==> config.mk <==
export PLATFORM = sky130hd
export DESIGN_NAME = button_debounce_hold_repeat
export DESIGN_NICKNAME = d
export VERILOG_FILES = /design/src/rtl/bdhr_pkg.sv /design/src/rtl/button_debounce_hold_repeat.sv /design/src/rtl/bdhr_csr.sv /design/src/rtl/bdhr_core.sv
export SDC_FILE = /design/constraint.sdc
export NUM_CORES = 1
export LEC_CHECK = 0
export BUFFER_PORTS_ARGS = -buffer_cell sky130_fd_sc_hd__buf_4
export CAP_MARGIN = 20
export CORE_UTILIZATION = 58
export DETAILED_ROUTE_END_ITERATION = 10
export PLACE_DENSITY_LB_ADDON = 0.15
export SLEW_MARGIN = 0
export SYNTH_ARGS = -nofsm -noshare
export SYNTH_HDL_FRONTEND = slang
export SYNTH_SLANG_ARGS = --single-unit
export TNS_END_PERCENT = 50
==> constraint.sdc <==
create_clock -name clock -period 11.6 [get_ports clock]
set_clock_uncertainty 0.1 [all_clocks]
set_input_delay 2.9 -clock clock [delete_from_list [all_inputs] [get_ports clock]]
set_output_delay 2.9 -clock clock [all_outputs]
set_load 0.1 [all_outputs]
==> src/rtl/bdhr_pkg.sv <==
// Package with shared types and constants for the button debounce, hold and repeat block.
`timescale 1ns / 1ps
`default_nettype none

package bdhr_pkg;

   localparam int unsigned TimeWidth  = 32;
   localparam int unsigned DelayWidth = 16;
   localparam int unsigned EventWidth = 2;
   localparam int unsigned CsrAddrWidth = 2;

   localparam logic [EventWidth-1:0] EV_NONE    = 2'd0;
   localparam logic [EventWidth-1:0] EV_PRESS   = 2'd1;
   localparam logic [EventWidth-1:0] EV_RELEASE = 2'd2;
   localparam logic [EventWidth-1:0] EV_HOLD    = 2'd3;

   localparam logic [CsrAddrWidth-1:0] CSR_ACTIVE_LOW     = 2'd0;
   localparam logic [CsrAddrWidth-1:0] CSR_DEBOUNCE_DELAY = 2'd1;
   localparam logic [CsrAddrWidth-1:0] CSR_LONG_HOLD_TIME = 2'd2;
   localparam logic [CsrAddrWidth-1:0] CSR_RAPID_PERIOD   = 2'd3;

   localparam logic [DelayWidth-1:0] DEBOUNCE_DELAY_RST = 16'd50;
   localparam logic [DelayWidth-1:0] LONG_HOLD_TIME_RST = 16'd500;
   localparam logic [DelayWidth-1:0] RAPID_PERIOD_RST   = 16'd100;

   typedef struct packed {
      logic                  active_low;
      logic [DelayWidth-1:0] debounce_delay;
      logic [DelayWidth-1:0] long_hold_time;
      logic [DelayWidth-1:0] rapid_period;
   } cfg_type;

endpackage

`default_nettype wire

==> src/rtl/button_debounce_hold_repeat.sv <==
// Top level of the button debouncer with hold and auto-repeat events.
//
//   Channel  Direction  Handshake            Payload
//   req      in         req_tvalid/tready    tdata = pin_level, now_ms
//   rsp      out        rsp_tvalid/tready    tdata = event_res
//   csr      in         csr_valid/ready      csr_addr, csr_data
//
// A sample is registered on transfer and decided into the result register once that
// register is free, and the result is offered from there.
// One sample is taken every cycle while req_tready is high; the state update is a single pass of subtracts
// and compares on the sample register.
// Synchronous reset restores the register defaults and clears all pin state.
// A stalled result holds both stages; req_tready drops only when both are full.
`timescale 1ns / 1ps
`default_nettype none

module button_debounce_hold_repeat
   import bdhr_pkg::*;
(
   input  wire logic                    clock,
   input  wire logic                    reset,
   input  wire logic                    req_tvalid,
   output logic                         req_tready,
   input  wire logic [39:0]             req_tdata,  // [0] pin_level, [32:1] now_ms, rest zero
   output logic                         rsp_tvalid,
   input  wire logic                    rsp_tready,
   output logic [7:0]                   rsp_tdata,  // [1:0] event_res, rest zero
   input  wire logic                    csr_valid,
   output logic                         csr_ready,
   input  wire logic [CsrAddrWidth-1:0] csr_addr,
   input  wire logic [DelayWidth-1:0]   csr_data
);

   cfg_type cfg;

   logic                  smp_vld_ff;
   logic                  smp_level_ff;
   logic [TimeWidth-1:0]  smp_time_ff;
   logic                  out_vld_ff;
   logic [EventWidth-1:0] out_event_ff;
   logic [EventWidth-1:0] event_in;
   logic                  out_free;
   logic                  step;
   logic                  req_xfer;

   assign csr_ready = 1'b1;

   bdhr_csr u_csr (
      .clock     (clock),
      .reset     (reset),
      .csr_valid (csr_valid),
      .csr_addr  (csr_addr),
      .csr_data  (csr_data),
      .cfg       (cfg)
   );

   assign out_free   = !out_vld_ff || rsp_tready;
   assign step       = smp_vld_ff && out_free;
   assign req_tready = !smp_vld_ff || out_free;
   assign req_xfer   = req_tvalid && req_tready;

   bdhr_core u_core (
      .clock     (clock),
      .reset     (reset),
      .step      (step),
      .pin_level (smp_level_ff),
      .now_ms    (smp_time_ff),
      .cfg       (cfg),
      .event_res (event_in)
   );

   always_ff @(posedge clock) begin
      if (reset) begin
         smp_vld_ff <= 1'b0;
         out_vld_ff <= 1'b0;
      end else begin
         if (req_tready) begin
            smp_vld_ff <= req_tvalid;
         end
         if (out_free) begin
            out_vld_ff <= smp_vld_ff;
         end
      end
   end

   always_ff @(posedge clock) begin
      if (req_xfer) begin
         smp_level_ff <= req_tdata[0];
         smp_time_ff  <= req_tdata[TimeWidth:1];
      end
      if (step) begin
         out_event_ff <= event_in;
      end
   end

   assign rsp_tvalid = out_vld_ff;
   assign rsp_tdata  = {{(8-EventWidth){1'b0}}, out_event_ff};

endmodule

`default_nettype wire

==> src/rtl/bdhr_csr.sv <==
// Configuration register file of the button debounce, hold and repeat block.
`timescale 1ns / 1ps
`default_nettype none

module bdhr_csr
   import bdhr_pkg::*;
(
   input  wire logic                    clock,
   input  wire logic                    reset,
   input  wire logic                    csr_valid,
   input  wire logic [CsrAddrWidth-1:0] csr_addr,
   input  wire logic [DelayWidth-1:0]   csr_data,
   output cfg_type                      cfg
);

   cfg_type cfg_ff;
   cfg_type cfg_in;

   always_comb begin
      cfg_in = cfg_ff;
      if (csr_valid) begin
         case (csr_addr)
            CSR_ACTIVE_LOW:     cfg_in.active_low     = csr_data[0];
            CSR_DEBOUNCE_DELAY: cfg_in.debounce_delay = csr_data;
            CSR_LONG_HOLD_TIME: cfg_in.long_hold_time = csr_data;
            CSR_RAPID_PERIOD:   cfg_in.rapid_period   = csr_data;
            default:            cfg_in = cfg_ff;
         endcase
      end
   end

   always_ff @(posedge clock) begin
      if (reset) begin
         cfg_ff.active_low     <= 1'b1;
         cfg_ff.debounce_delay <= DEBOUNCE_DELAY_RST;
         cfg_ff.long_hold_time <= LONG_HOLD_TIME_RST;
         cfg_ff.rapid_period   <= RAPID_PERIOD_RST;
      end else begin
         cfg_ff <= cfg_in;
      end
   end

   assign cfg = cfg_ff;

endmodule

`default_nettype wire

==> src/rtl/bdhr_core.sv <==
// Debounce, hold and repeat state with the event decision for one pin sample.
`timescale 1ns / 1ps
`default_nettype none

module bdhr_core
   import bdhr_pkg::*;
(
   input  wire logic                  clock,
   input  wire logic                  reset,
   input  wire logic                  step,
   input  wire logic                  pin_level,
   input  wire logic [TimeWidth-1:0]  now_ms,
   input  cfg_type                    cfg,
   output logic      [EventWidth-1:0] event_res
);

   logic                 debounced_ff, debounced_in;
   logic                 last_raw_ff, last_raw_in;
   logic [TimeWidth-1:0] debounce_start_ff, debounce_start_in;
   logic [TimeWidth-1:0] hold_start_ff, hold_start_in;
   logic                 rapid_mode_ff, rapid_mode_in;

   logic                  pressed;
   logic [DelayWidth-1:0] interval;
   logic [TimeWidth-1:0]  start_eff;
   logic [TimeWidth-1:0]  hold_age;
   logic [TimeWidth-1:0]  stable_age;
   logic                  hold_fire;

   always_comb begin
      pressed    = pin_level ^ cfg.active_low;
      interval   = rapid_mode_ff ? cfg.rapid_period : cfg.long_hold_time;
      start_eff  = (pressed != last_raw_ff) ? now_ms : debounce_start_ff;
      hold_age   = now_ms - hold_start_ff;
      stable_age = now_ms - start_eff;
      hold_fire  = pressed && (hold_start_ff != '0) &&
                   (hold_age >= {{(TimeWidth-DelayWidth){1'b0}}, interval});

      debounced_in      = debounced_ff;
      last_raw_in       = last_raw_ff;
      debounce_start_in = start_eff;
      hold_start_in     = hold_start_ff;
      rapid_mode_in     = rapid_mode_ff;
      event_res         = EV_NONE;

      if (hold_fire) begin
         hold_start_in = now_ms;
         rapid_mode_in = 1'b1;
         event_res     = EV_HOLD;
      end else begin
         last_raw_in = pressed;
         if ((stable_age > {{(TimeWidth-DelayWidth){1'b0}}, cfg.debounce_delay}) &&
             (pressed != debounced_ff)) begin
            debounced_in = pressed;
            if (pressed) begin
               event_res     = EV_PRESS;
               hold_start_in = now_ms;
               rapid_mode_in = 1'b0;
            end else begin
               event_res     = EV_RELEASE;
               hold_start_in = '0;
            end
         end
      end
   end

   always_ff @(posedge clock) begin
      if (reset) begin
         debounced_ff      <= 1'b0;
         last_raw_ff       <= 1'b0;
         debounce_start_ff <= '0;
         hold_start_ff     <= '0;
         rapid_mode_ff     <= 1'b0;
      end else if (step) begin
         debounced_ff      <= debounced_in;
         last_raw_ff       <= last_raw_in;
         debounce_start_ff <= debounce_start_in;
         hold_start_ff     <= hold_start_in;
         rapid_mode_ff     <= rapid_mode_in;
      end
   end

   a_hold_sets_rapid : assert property (@(posedge clock) disable iff (reset)
      step && (event_res == EV_HOLD) |=> rapid_mode_ff)
      else $error("hold event did not switch to the rapid interval");

   a_release_disarms : assert property (@(posedge clock) disable iff (reset)
      step && (event_res == EV_RELEASE) |=> (hold_start_ff == '0) && !debounced_ff)
      else $error("release did not disarm the hold");

   a_press_latches : assert property (@(posedge clock) disable iff (reset)
      step && (event_res == EV_PRESS) |=> debounced_ff && !rapid_mode_ff)
      else $error("press did not update the debounced state");

   a_idle_holds : assert property (@(posedge clock) disable iff (reset)
      !step |=> $stable(hold_start_ff) && $stable(debounced_ff))
      else $error("state changed without a sample");

endmodule

`default_nettype wire
==> results, run 1 <==
- The number of filler instances in the final layout is between 1500 and 2000.
- The ratio of total power to cell area is ~150 nW/um^2.
- The busiest metal layer after global routing is met2.
- For met2 alone, demand over resource in global routing was 0.522.
- The transition at the pin with the smallest max-transition slack is 1.12 ns.
- The count of buffers from port buffering is between 50 and 60.
- The average wire per standard cell is around 19 microns.
- The synthesized area is 11300 sq um.
- The flip-flop and latch count after synthesis is 153.
- At the later pin of the worst-skew pair, clock insertion delay measures around 0.44 ns.
- The effective utilization at floorplan is 0.598.
- The buffers inserted during post-CTS setup optimization is 0.
- In this run the worst hold path is classified as reg -> reg.
- The total non-filler cell area in the finished layout is 12400 sq um.
- The floorplan has 50 rows.
- TritonCTS built the clock tree.
- In this run, the number of DRC markers left after iteration 0 of detailed routing was around 1100.
- Summed over all cells, the static leakage comes to between 4 and 5 nW.
- For this run, the total global-route usage over all layers was measured as 0.321.
- For this run, the top clock speed supported by timing is about 130 MHz.
- The wire length of the first global-routing pass is 50.8 mm.
- The number of nets in the layout is about 1600.
- Pin placement for this block handled between 70 and 80 I/O pins.
- Across all register-to-register paths, the minimum setup slack is between 4 and 5 ns.
- The ratio of cells with drive above 1 in the final layout is 0.0937.
- The routed layout has 10804 vias.
- The clock buffer count from CTS is 17.
- The synthesized design contains 35 enable-type register cells.
- The number of gates resized after cts is 0.
- The type of origin of the critical path is a flip-flop.
- The library cells used most frequently in the layout, excluding fill and tap cells, are nand2_1 (192), a21oi_1 (161), dfxtp_1 (118).
- The xor-xnor portion of the synthesized cell area is 0.0385.
- Synthesis produced 1400 cells.
- The first detailed-routing pass ran for 5 iterations.
- The compound-cell area share of the yosys netlist is 0.251.
- The area of placed instances is 11800 sq um.
- The largest net degree at the start of global routing is 87.
- The final weighted congestion of routability-driven global placement is 0.959.
- The number of warnings issued by yosys is 0.
- The library cell used as clock root buffer is clkbuf_16.
- Across the VDD grid, the largest voltage drop is 0.116 mV.
- The most common cell after layout, fill and taps aside is nand2_1.
- The number of distinct library cells after synthesis is 96.
- Max-cap violations in this run came to 0.
- The number of antenna cells inserted is 0.
- The CTS clock-pin slew for the worst setup and hold paths is approximately 0.07 ns.
- The number of pins exceeding their max-slew limit in the final report came to 0.
- The portion of synthesized area spent on multiplexers is 0.0364.
- Along the worst path, the maximum fanout reaches 32.
- The area share of fa/ha/maj cells after synthesis is 0.0983.
- After synthesis, the largest family of logic cells by area is compound AO/OA/AOI/OAI gates.
- The final count of hold timing violations was 0.
- The vertical extent of the die is roughly 140 microns.
- The post-layout minimum cycle time is 7.53 ns.
- For the worst setup path, the data required time is about 12 ns.
- The average instance in the mapped netlist occupies between 8 and 9 sq um.
- In this run the deepest clock path goes through 2 buffers.
- The area growth from synthesis to layout is 9.66%.
- The fraction of post-synthesis cell area in the top cell type by area is 0.209.
- In the global route stage, met3 resource usage came out at 0.0513.
- The number of global-route vias before repair came to slightly below 10000.
- Setup repair after global routing left no endpoint under its margin.
- The number of buffers inserted for hold repair after clock tree synthesis is 0.
- In the post-synthesis netlist, the biggest area contributors are dfxtp_1 (21%), edfxtp_1 (9.3%), ha_1 (9.3%).
- The number of setup violations in the final report is 0.
- The worst setup path is of the reg -> reg kind.
- The final-layout setup total negative slack is 0 ns.
- The final routed DRC violation total is 0.
- For this run the aggregate overflow at the end of global routing stands at 0.
- After detailed routing, the total wire length is approximately 32 mm.
- The clock net in this run drives a total of about 150 sinks.
- The post-synthesis sequential area ratio is 0.302.
- The flow ran to the end, and the final reports show no timing, DRC or antenna violations.
- The HPWL after detailed placement is around 23 mm.
- The H-tree depth is 4.
- The core region is about 19000 sq um.
- Headroom to the max-slew limit came out at 0.252.
- The post-route antenna net violation count is 0.
- Of the total synthesized cell area, the portion taken by AND, OR, NAND and NOR gates is 0.212.
- The synthesized design spends more area on one cell type than any other, namely dfxtp_1.
- STA classifies the critical path endpoint as a flip-flop.
- The worst path arrival time is 7.78 ns.
- Among all flip-flop cells after synthesis, the most frequent one is dfxtp_1.
- The routed via count divided by cell count is around 6.4.
- Of the available clock period, the critical path in the final layout requires 0.649.
- The fraction of registers with async set/reset is 0.
- The die is between 100 and 150 microns wide.
- The initial antenna violation count came to 0.
- The met1 track utilization from global routing is 0.436.
- The die footprint is ~20000 sq um.
per-layer routing:
| metal | part of all wire | wire length, microns |
|---|---|---|
| met1 | 0.44 | 14100 |
| met2 | 0.46 | 14800 |
| met3 | 0.073 | 2340 |
| met4 | 0.024 | 768 |
| met5 | 0 | 0 |
worst max-delay path, cell delays in order (launching register included):
cell and delay, ns:
dfxtp_1 0.49, xor2_2 0.20, xnor2_1 0.14, buf_4 0.28, nand2_1 0.08, o21ai_0 0.16
ha_1 0.28, nor2b_1 0.18, o2111ai_1 0.15, a31oi_1 0.19, o21ai_1 0.17, a31oi_1 0.57
nand2_1 0.21, xor2_1 0.20, ha_1 0.30, nand4_1 0.15, or4_1 0.56, nor2_1 0.23
nor3_1 0.13, a2111oi_0 0.42, nand4_1 0.15, or4_4 0.46, nor4_4 0.32, a21o_1 0.92
nand4_1 0.20, a21oi_1 0.19
sequential cells by signal (all words and copies together), names as in the netlist:
signal / count
u_csr.cfg: 49
smp_time_ff: 32
u_core.debounce_start_ff: 32
u_core.hold_start_ff: 32
out_event_ff: 2
rsp_tvalid: 1
smp_level_ff: 1
smp_vld_ff: 1
u_core.debounced_ff: 1
u_core.last_raw_ff: 1
u_core.rapid_mode_ff: 1
metrics by stage:
step | hold WS, ns | worst slack, ns | power [mW] | utilization | std cells
2_1_floorplan | 0.333 | 4.94 | 1.10 | - | 1405
5_1_grt | 0.376 | 3.78 | 1.94 | 0.656 | 1679
3_3_place_gp | 0.341 | 4.62 | 1.25 | 0.621 | 1645
4_1_cts | 0.357 | 4.33 | 1.84 | 0.655 | 1678
3_5_place_dp | 0.347 | 4.46 | 1.25 | 0.622 | 1646
6_report | 0.356 | 4.07 | 1.85 | 0.656 | 1679
area by class of cell:
| class | count | area [sq um] | share of cell area |
|---|---|---|---|
| sequential | 153 | 3410 | 0.276 |
| inverter | 74 | 278 | 0.0224 |
| clock inverter | 13 | 150 | 0.0121 |
| multi-input combinational | 1090 | 7200 | 0.582 |
| timing repair buffer | 70 | 553 | 0.0446 |
| tap | 260 | 325 | 0.0263 |
| clock buffer | 19 | 464 | 0.0375 |
kinds of logic after synthesis:
group / count (synthesis)
and+or+nand+nor: 484
AOI/OAI and AO/OA: 422
buffers and inverters: 162
DFF: 153
adders and majority gates: 89
xor gates and xnor gates: 47
muxes: 41
other: 2
where the power goes:
| part | leakage, nW | switching [mW] | internal, mW |
|---|---|---|---|
| sequential | 1.30 | 0.0308 | 0.577 |
| combinational | 3.01 | 0.412 | 0.247 |
| clock | 0.303 | 0.261 | 0.324 |
| total | 4.62 | 0.704 | 1.15 |
synth_stat cells (11+ instances only):
master and count:
a211oi_1 32, a21o_1 13, a21oi_1 161, and3_1 14, buf_2 13, buf_4 11
clkbuf_1 56, dfxtp_1 118, edfxtp_1 35, ha_1 84, inv_1 73, mux2i_1 40
nand2_1 192, nand2b_1 18, nand3_1 15, nand3b_1 12, nand4_1 60, nor2_1 76
nor2b_1 18, nor3_1 22, nor4_1 15, o21a_1 13, o21ai_0 54, o311ai_1 30
xnor2_1 21, xor2_1 24
worst paths after layout:
path | from | endpoint | cells past startpoint
max | u_csr.cfg[48] | u_core.hold_start_ff[16] | 25
min | u_csr.cfg[34] | u_csr.cfg[34] | 2
min reg2reg | u_csr.cfg[34] | u_csr.cfg[34] | 2
max reg2reg | u_csr.cfg[48] | u_core.hold_start_ff[16] | 25
Note: power is estimated with default switching activity, not from simulation.
==> inputs of run 2 (changes only) <==
- CORE_UTILIZATION: 58 -> 56
- clock period: 11.6 -> 6.2 ns (I/O delays scaled with it)
==> run 2 against run 1 <==
Against the previous run: total power grew 89%; sequential cell count unchanged; setup slack got worse by 3.9 ns; sequential share of layout area down 0.88 points; first-iteration DRC count down 8.3%; clock power grew 81%; cell count increased by 2.3%; register-to-register slack lost 3.9 ns; sequential power is 87% higher; via count shrank 0.14%; worst hold slack is essentially flat; design area up 3.3%; critical endpoint is now u_core.hold_start_ff[18].
==> results, run 2 (synthesis results as in run 1) <==
- The H-tree generated during clock tree synthesis spans 4 levels.
- The transition at the pin with the smallest max-transition slack is 0.899 ns.
- The final setup slack of the worst path is ~0.22 ns.
- In the finished design, the share of the clock period the worst path needs comes to 0.965.
- The iteration-0 DRC count of the detailed router is slightly above 1000.
- The most common cell after layout, fill and taps aside is nand2_1.
- The detailed-routing iteration count for the pre-antenna-repair pass is 5.
- The number of pins exceeding their max-slew limit in the final report is 0.
- The number of setup violations in the final report is 0.
- Setup repair after global routing left no endpoint under its margin.
- The flow ran to the end, and the final reports show no timing, DRC or antenna violations.
- The total overflow left after global routing is 0.
- The count of pins on the block boundary is between 70 and 80.
- The worst slew margin relative to its limit is 0.398.
- The TritonCTS clock tree is yes.
- For this run, the top clock speed supported by timing is about 170 MHz.
- The number of antenna cells inserted is 0.
- The latest clock arrival within the worst-skew pair is 0.44 ns.
- On the final layout, the worst hold slack is ~0.36 ns.
- STA puts the critical path data required time at 6.40 ns.
- The average wire per standard cell is ~19 microns.
- The library cell used as clock root buffer is clkbuf_16.
- The initial antenna violation count is 0.
- The setup path with the least slack is of type reg -> reg.
- The minimum setup slack after placement is -0.0516 ns.
- The die is between 100 and 150 microns wide.
- The congestion estimate from routability-driven global placement came to 0.946.
- During placement, the flow inserted port buffers numbering between 50 and 60.
- The number of standard-cell rows in the floorplan is 51.
- The final routed DRC violation total is 0.
- For the final routed database, the setup TNS stands at 0 ns.
- The routed wire length is about 32 mm.
- The area growth from synthesis to layout is 13.3%.
- STA classifies the critical path endpoint as a flip-flop.
- The worst-case vdd ir drop is 0.196 mV.
- The max-cap violation count is 0.
- The wire length of the first global-routing pass is 50.8 mm.
- The ratio of total power to cell area is roughly 270 nW/um^2.
- The type of origin of the critical path is a flip-flop.
- The area of placed instances is 12000 sq um.
- After routing the design area is 12800 sq um.
- The final route contains between 10000 and 15000 vias.
- The leakage power is 4.82 nW.
- In this run, post-CTS hold repair placed 0 buffers.
- The routed via count divided by cell count is approximately 6.3.
- The type of the worst min-delay path is reg -> reg.
- In this run the standard cell core region covers around 20000 sq um.
- The top cell types in the final layout, fill and taps aside, are nand2_1 (192), a21oi_1 (160), dfxtp_1 (118).
- Of the cells placed in the final design, the portion with a size suffix greater than 1 is 0.127.
- The clock sink count is about 150.
- The worst path arrival time is around 6 ns.
- The count of nets left with antenna violations once routing finished came out at 0.
- The final count of hold timing violations is 0.
- The largest fanout on the critical path is 32.
- The vertical extent of the die is 144 microns.
- The number of flip-flops under the largest register name is between 40 and 50.
- The effective utilization at floorplan is 0.577.
- For this run, the slowest stage of the critical path takes between 0.5 and 0.6 ns.
- For this run, the post-layout net count is ~1600.
- Detailed placement ended at an HPWL of 23.4 mm.
- The largest net degree at the start of global routing is 74.
- The post-layout minimum cycle time is roughly 6 ns.
- For this run, the total global-route usage over all layers was measured as 0.314.
- Counting along the longest clock path gives a buffer depth of 2.
- The design draws ~3.5 mW.
- The CTS clock-pin slew for the worst setup and hold paths is roughly 0.080 ns.
- The cell with the largest stage delay on the worst path is or4_4.
- The number of clock buffers added by TritonCTS is 17.
- The number of global-route vias before repair was roughly 9600.
- The die footprint is ~21000 sq um.
[run 2: changes by cell type in the layout (fill, tap and decap cells not counted), moves of 2 or more]
| cell | change |
|---|---|
| buf_4 | +31 |
| buf_12 | +4 |
| inv_8 | +4 |
| a31oi_1 | -2 |
| clkinv_4 | -2 |
| ha_1 | -2 |
| inv_6 | -2 |
| o311ai_0 | -2 |
| o311ai_1 | +2 |
[run 2: power breakdown]
part	total [mW]	switching [mW]	leakage [nW]	internal, mW
sequential	1.14	0.0564	1.30	1.08
clock	1.06	0.514	0.294	0.546
combinational	1.31	0.791	3.22	0.523
total	3.51	1.36	4.82	2.15
[run 2: routing by layer]
metal / up-vias / global-route usage / wire, microns / part of all wire
met4: 0 / 0.109 / 814 / 0.025
met1: 5076 / 0.429 / 14500 / 0.45
met2: 405 / 0.506 / 15100 / 0.46
met3: 51 / 0.0411 / 1980 / 0.061
li1: 5257 / - / - / -
met5: - / 0 / 0 / 0
[run 2: repair_timing]
action,4_1_cts,5_1_grt
pin swaps,2,8
hold endpoints to repair,0,0
setup buffers,0,2
resized for setup,5,22
endpoints found under the setup margin,36,36
gates cloned,0,1
[run 2: final timing paths]
kind | startpoint | cells past startpoint | to | slack, ns
max | smp_level_ff | 28 | u_core.hold_start_ff[18] | 0.22
min | u_csr.cfg[14] | 2 | u_csr.cfg[14] | 0.36
max reg2reg | smp_level_ff | 28 | u_core.hold_start_ff[18] | 0.22
min reg2reg | u_csr.cfg[14] | 2 | u_csr.cfg[14] | 0.36
[run 2: cell type report]
| class | count | area (sq um) |
|---|---|---|
| clock inverters | 15 | 168 |
| well taps | 265 | 332 |
| clock buffers | 17 | 425 |
| repair buffers | 104 | 848 |
| fillers | 1721 | 6800 |
| multi-input cells | 1090 | 7330 |
| flip-flops and latches | 153 | 3410 |
| inverters | 74 | 278 |
[run 2: metrics by stage]
stage	instances	util
6_report	1718	0.653
5_1_grt	1718	0.653
4_1_cts	1714	0.645
3_5_place_dp	1682	0.614
3_3_place_gp	1682	0.614
2_1_floorplan	1405	-
[run 2: critical path: cells and delay by family (launching register included)]
kind            cells  cell delay, ns
buf+inv             3            0.50
xor+xnor            2            0.37
simple gates       11            2.18
flops               1            0.43
compound gates     10            1.88
fa+ha+maj           2            0.35
==> inputs of run 3 (changes only) <==
- SYNTH_HIERARCHICAL: unset -> 1
==> run 3 against run 2 <==
Against the previous run: routed wire length down 9.9%; first-iteration DRC count down 26%; worst hold slack better by 0.017 ns; critical endpoint is now u_core/hold_start_ff[18]; largest cell class unchanged; largest power group is now registers; highest routed layer unchanged.
==> results, run 3 <==
- The floorplan step defined a die boundary enclosing 20800 sq um.
- Entering global routing, the biggest net connects 67 pins.
- The family with the most delay on the worst path is simple AND/OR/NAND/NOR gates.
- The endpoint identified for the worst register-to-register timing path is u_core/hold_start_ff[18].
- After synthesis the netlist holds a flip-flop and latch count of between 150 and 200.
- The largest fanout on the critical path is 32.
- The total area inside the core boundary comes to 19700 sq um.
- The final layout contains routed wiring with a total length of slightly below 30 mm.
- The worst-case IR drop observed on VDD is about 0.18 mV.
- Ranked by total cell area, the synthesized netlist is headed by dfxtp_1 (21%), mux2i_1 (11%), edfxtp_1 (9.3%).
- The clock buffer count from CTS is 17.
- The path with the worst hold slack has its endpoint at u_core/debounce_start_ff[31].
- The worst setup path is launched from a flip-flop.
- Measured along the x axis, the die boundary spans between 100 and 150 microns.
- The effective utilization at floorplan is 0.576.
- The count of buffers from port buffering is between 50 and 60.
- Of the post-synthesis cell area, the dominant cell type holds 0.209.
- The synthesized design contains 35 enable-type register cells.
- The library cells used most frequently in the layout, excluding fill and tap cells, are nand2_1 (124), mux2i_1 (120), dfxtp_1 (118).
- TritonCTS built the clock tree.
- Of the available clock period, the critical path in the final layout requires 0.936.
- The cell with the largest stage delay on the worst path is dfxtp_1.
- The number of buffers on the longest clock path is 2.
- The latest clock arrival within the worst-skew pair is around 0.44 ns.
- The number of buffers and inverters on the critical path is 2.
- In this run the worst hold path is classified as reg -> reg.
- Setup violations remaining at the end of the flow were counted as 0.
- By count the netlist is led by nand2_1 (124), mux2i_1 (120), dfxtp_1 (118), nor2_1 (111), ha_1 (84).
- Yosys instantiated no cell more often than nand2_1.
- The global router's overall resource usage is 0.288.
- The compound-cell area share of the yosys netlist is 0.186.
- The detailed-routing iteration count for the pre-antenna-repair pass is 7.
- Dividing the synthesized area by the synthesized cell count gives ~8.4 sq um.
- In this design, the stage delay of the slowest critical-path cell is about 0.50 ns.
- The detailed router placed between 9000 and 10000 vias in this run.
- The fraction of registers with async set/reset is 0.
- The data required time at the worst endpoint is roughly 6.4 ns.
- The worst slew margin relative to its limit is 0.293.
- The CTS clock-pin slew for the worst setup and hold paths is approximately 0.070 ns.
- The ratio of cells with drive above 1 in the final layout is 0.0977.
- The final routed DRC violation total is 0.
- The most frequent cell on the critical path is ha_1.
- Of the total synthesized cell area, the portion taken by full adders, half adders and majority gates is 0.0955.
- Of the total synthesized cell area, the portion taken by AND, OR, NAND and NOR gates is 0.209.
- Of the total synthesized cell area, the portion taken by XOR and XNOR cells is 0.0422.
- Clock tree synthesis selected as its root buffer the cell clkbuf_16.
- The vertical extent of the die is between 100 and 150 microns.
- Synthesis produced a netlist whose cell count is between 1000 and 1500.
- After detailed routing, the number of vias per cell comes to ~6.
- The initial antenna violation count is 0.
- The ratio of total power to cell area is 269 nW/um^2.
- The post-synthesis sequential area ratio is 0.301.
- For the final routed database, the setup TNS stands at 0 ns.
- Routability-driven placement finished with a final weighted congestion of roughly 0.91.
- In this run the static leakage power is 4.91 nW.
- The depth of the most critical reg-to-reg path is 23.
- Setup repair after global routing left no endpoint under its margin.
- The repair_antennas step left the layout with diodes totalling 0.
- During synthesis, Yosys emitted a total of 6 warnings.
- Pin placement for this block handled 74 I/O pins.
- The number of standard-cell rows in the floorplan is a little over 50.
- The worst hold path passes through 2 cells.
- The number of pins exceeding their max-slew limit in the final report is 0.
- The area growth from synthesis to layout is 9.92%.
- The overall power after layout is roughly 3.3 mW.
- Fill cells in the final layout number approximately 1800.
- The total global routing overflow is 0.
- The buffers inserted during post-CTS setup optimization is 0.
- For this design, the sink count on the clock tree is ~150.
- The number of distinct library cells after synthesis is a little under 90.
- The share of cell area taken by muxes after synthesis is 0.109.
- The kind of end point of the critical path is a flip-flop.
- The most common cell after layout, fill and taps aside is nand2_1.
- The number of flip-flops under the largest register name is ~50.
- The wire length of the first global-routing pass is approximately 46 mm.
- In this run the number of H-tree levels came out at 4.
- The flow ran to the end, and the final reports show no timing, DRC or antenna violations.
- The number of nets in the layout is approximately 1500.
- The transition at the pin with the smallest max-transition slack is between 1 and 1.5 ns.
- Summed over all instances, the cell type with the most area after synthesis is dfxtp_1.
- In this run, post-CTS hold repair placed 0 buffers.
- The number of gates resized after cts is 0.
- The hold path startpoint is u_core/debounce_start_ff[31].
- For this run, the top clock speed supported by timing is about 170 MHz.
- The largest family of logic cells by synthesized area is simple AND/OR/NAND/NOR gates.
- The final hold slack is 0.373 ns.
- The max-cap violation count is 0.
- The count of nets left with antenna violations once routing finished came out at 0.
- The number of global-route vias before repair is 8836.
- In the final routed layout, each cell accounts on average for roughly 18 microns.
- The final count of hold timing violations is 0.
- The critical path class is reg -> reg.
- The iteration-0 DRC count of the detailed router is between 700 and 800.
- The synthesized area is about 11000 sq um.
- The startpoint identified for the worst register-to-register timing path is u_csr/cfg[48].
- The register-to-register setup slack is around 0.40 ns.
- The HPWL after detailed placement is ~22 mm.
- Traced cell by cell, the critical path runs through xnor3_2 > o21ai_0 > ha_1 > inv_1 > ha_1 > or2_2 > a221oi_2 > a31oi_1 > a22oi_1 > xnor2_1 > ha_1 > nand4_1 > nor2_1 > nand2_1 > o21ai_0 > a31oi_1 > a311oi_1 > and4_1 > nand4_1 > nor4_4 > o22ai_4 > buf_4 > mux2i_1.
- Data arrives at the worst endpoint at about 6.0 ns.
- The main flop type after synthesis is dfxtp_1.
- The post-layout minimum cycle time is between 5 and 6 ns.
- The final design utilization is 0.633.
[run 3: area by class of cell]
class	count	area, sq um	share of cell area
Sequential cell	153	3410	0.274
Multi-Input combinational cell	1056	7300	0.587
Timing Repair Buffer	68	510	0.0410
Clock inverter	14	165	0.0133
Inverter	73	274	0.0220
Tap cell	265	332	0.0266
Clock buffer	18	450	0.0362
[run 3: power by group]
group | switching [mW] | internal (mW) | total [mW]
Combinational | 0.679 | 0.460 | 1.14
Sequential | 0.0620 | 1.08 | 1.14
Clock | 0.502 | 0.569 | 1.07
Total | 1.24 | 2.10 | 3.35
[run 3: kinds of logic (layout without fill, tap and decap cells)]
group / after synthesis / count (layout)
and+or+nand+nor: 471 / 471
muxes: 123 / 123
other: 2 / 7
adders and majority gates: 86 / 86
AOI/OAI and AO/OA: 318 / 318
buffers and inverters: 145 / 173
DFF: 153 / 153
xor gates and xnor gates: 51 / 51
[run 3: tightest hold or removal path, cell delays in order (launching register included)]
cell and delay [ns]:
dfxtp_1 0.32, nand2_1 0.05, a21oi_1 0.05
[run 3: how the worst max path moves through the flow]
stage	to	startpoint	slack, ns	cells past startpoint
6_report	u_core/hold_start_ff[18]	u_csr/cfg[48]	0.40	23
5_1_grt	u_core/hold_start_ff[3]	u_csr/cfg[48]	0.000004	25
4_1_cts	u_core/hold_start_ff[30]	u_csr/cfg[48]	0.38	25
3_5_place_dp	u_core/hold_start_ff[21]	u_csr/cfg[48]	0.41	25
3_3_place_gp	u_core/hold_start_ff[23]	u_csr/cfg[48]	0.47	25
2_1_floorplan	u_core/hold_start_ff[0]	u_csr/cfg[48]	0.74	26
[run 3: per-layer routing]
layer  share of wire  up-vias  global-route usage  wire, microns
met5               0        -                   0              0
met3           0.047       32              0.0424           1380
met4           0.022        0              0.0942            649
met1            0.46     4518               0.381          13600
li1                -     4888                   -              -
met2            0.47      244               0.481          13600
[run 3: through the flow]
| step | area [sq um] | instances | worst slack (ns) |
|---|---|---|---|
| 2_1_floorplan | 11300 | 1354 | 0.744 |
| 3_3_place_gp | 11800 | 1615 | 0.474 |
| 3_5_place_dp | 11800 | 1615 | 0.410 |
| 4_1_cts | 12400 | 1647 | 0.383 |
| 5_1_grt | 12400 | 1647 | 0.00000400 |
| 6_report | 12400 | 1647 | 0.396 |
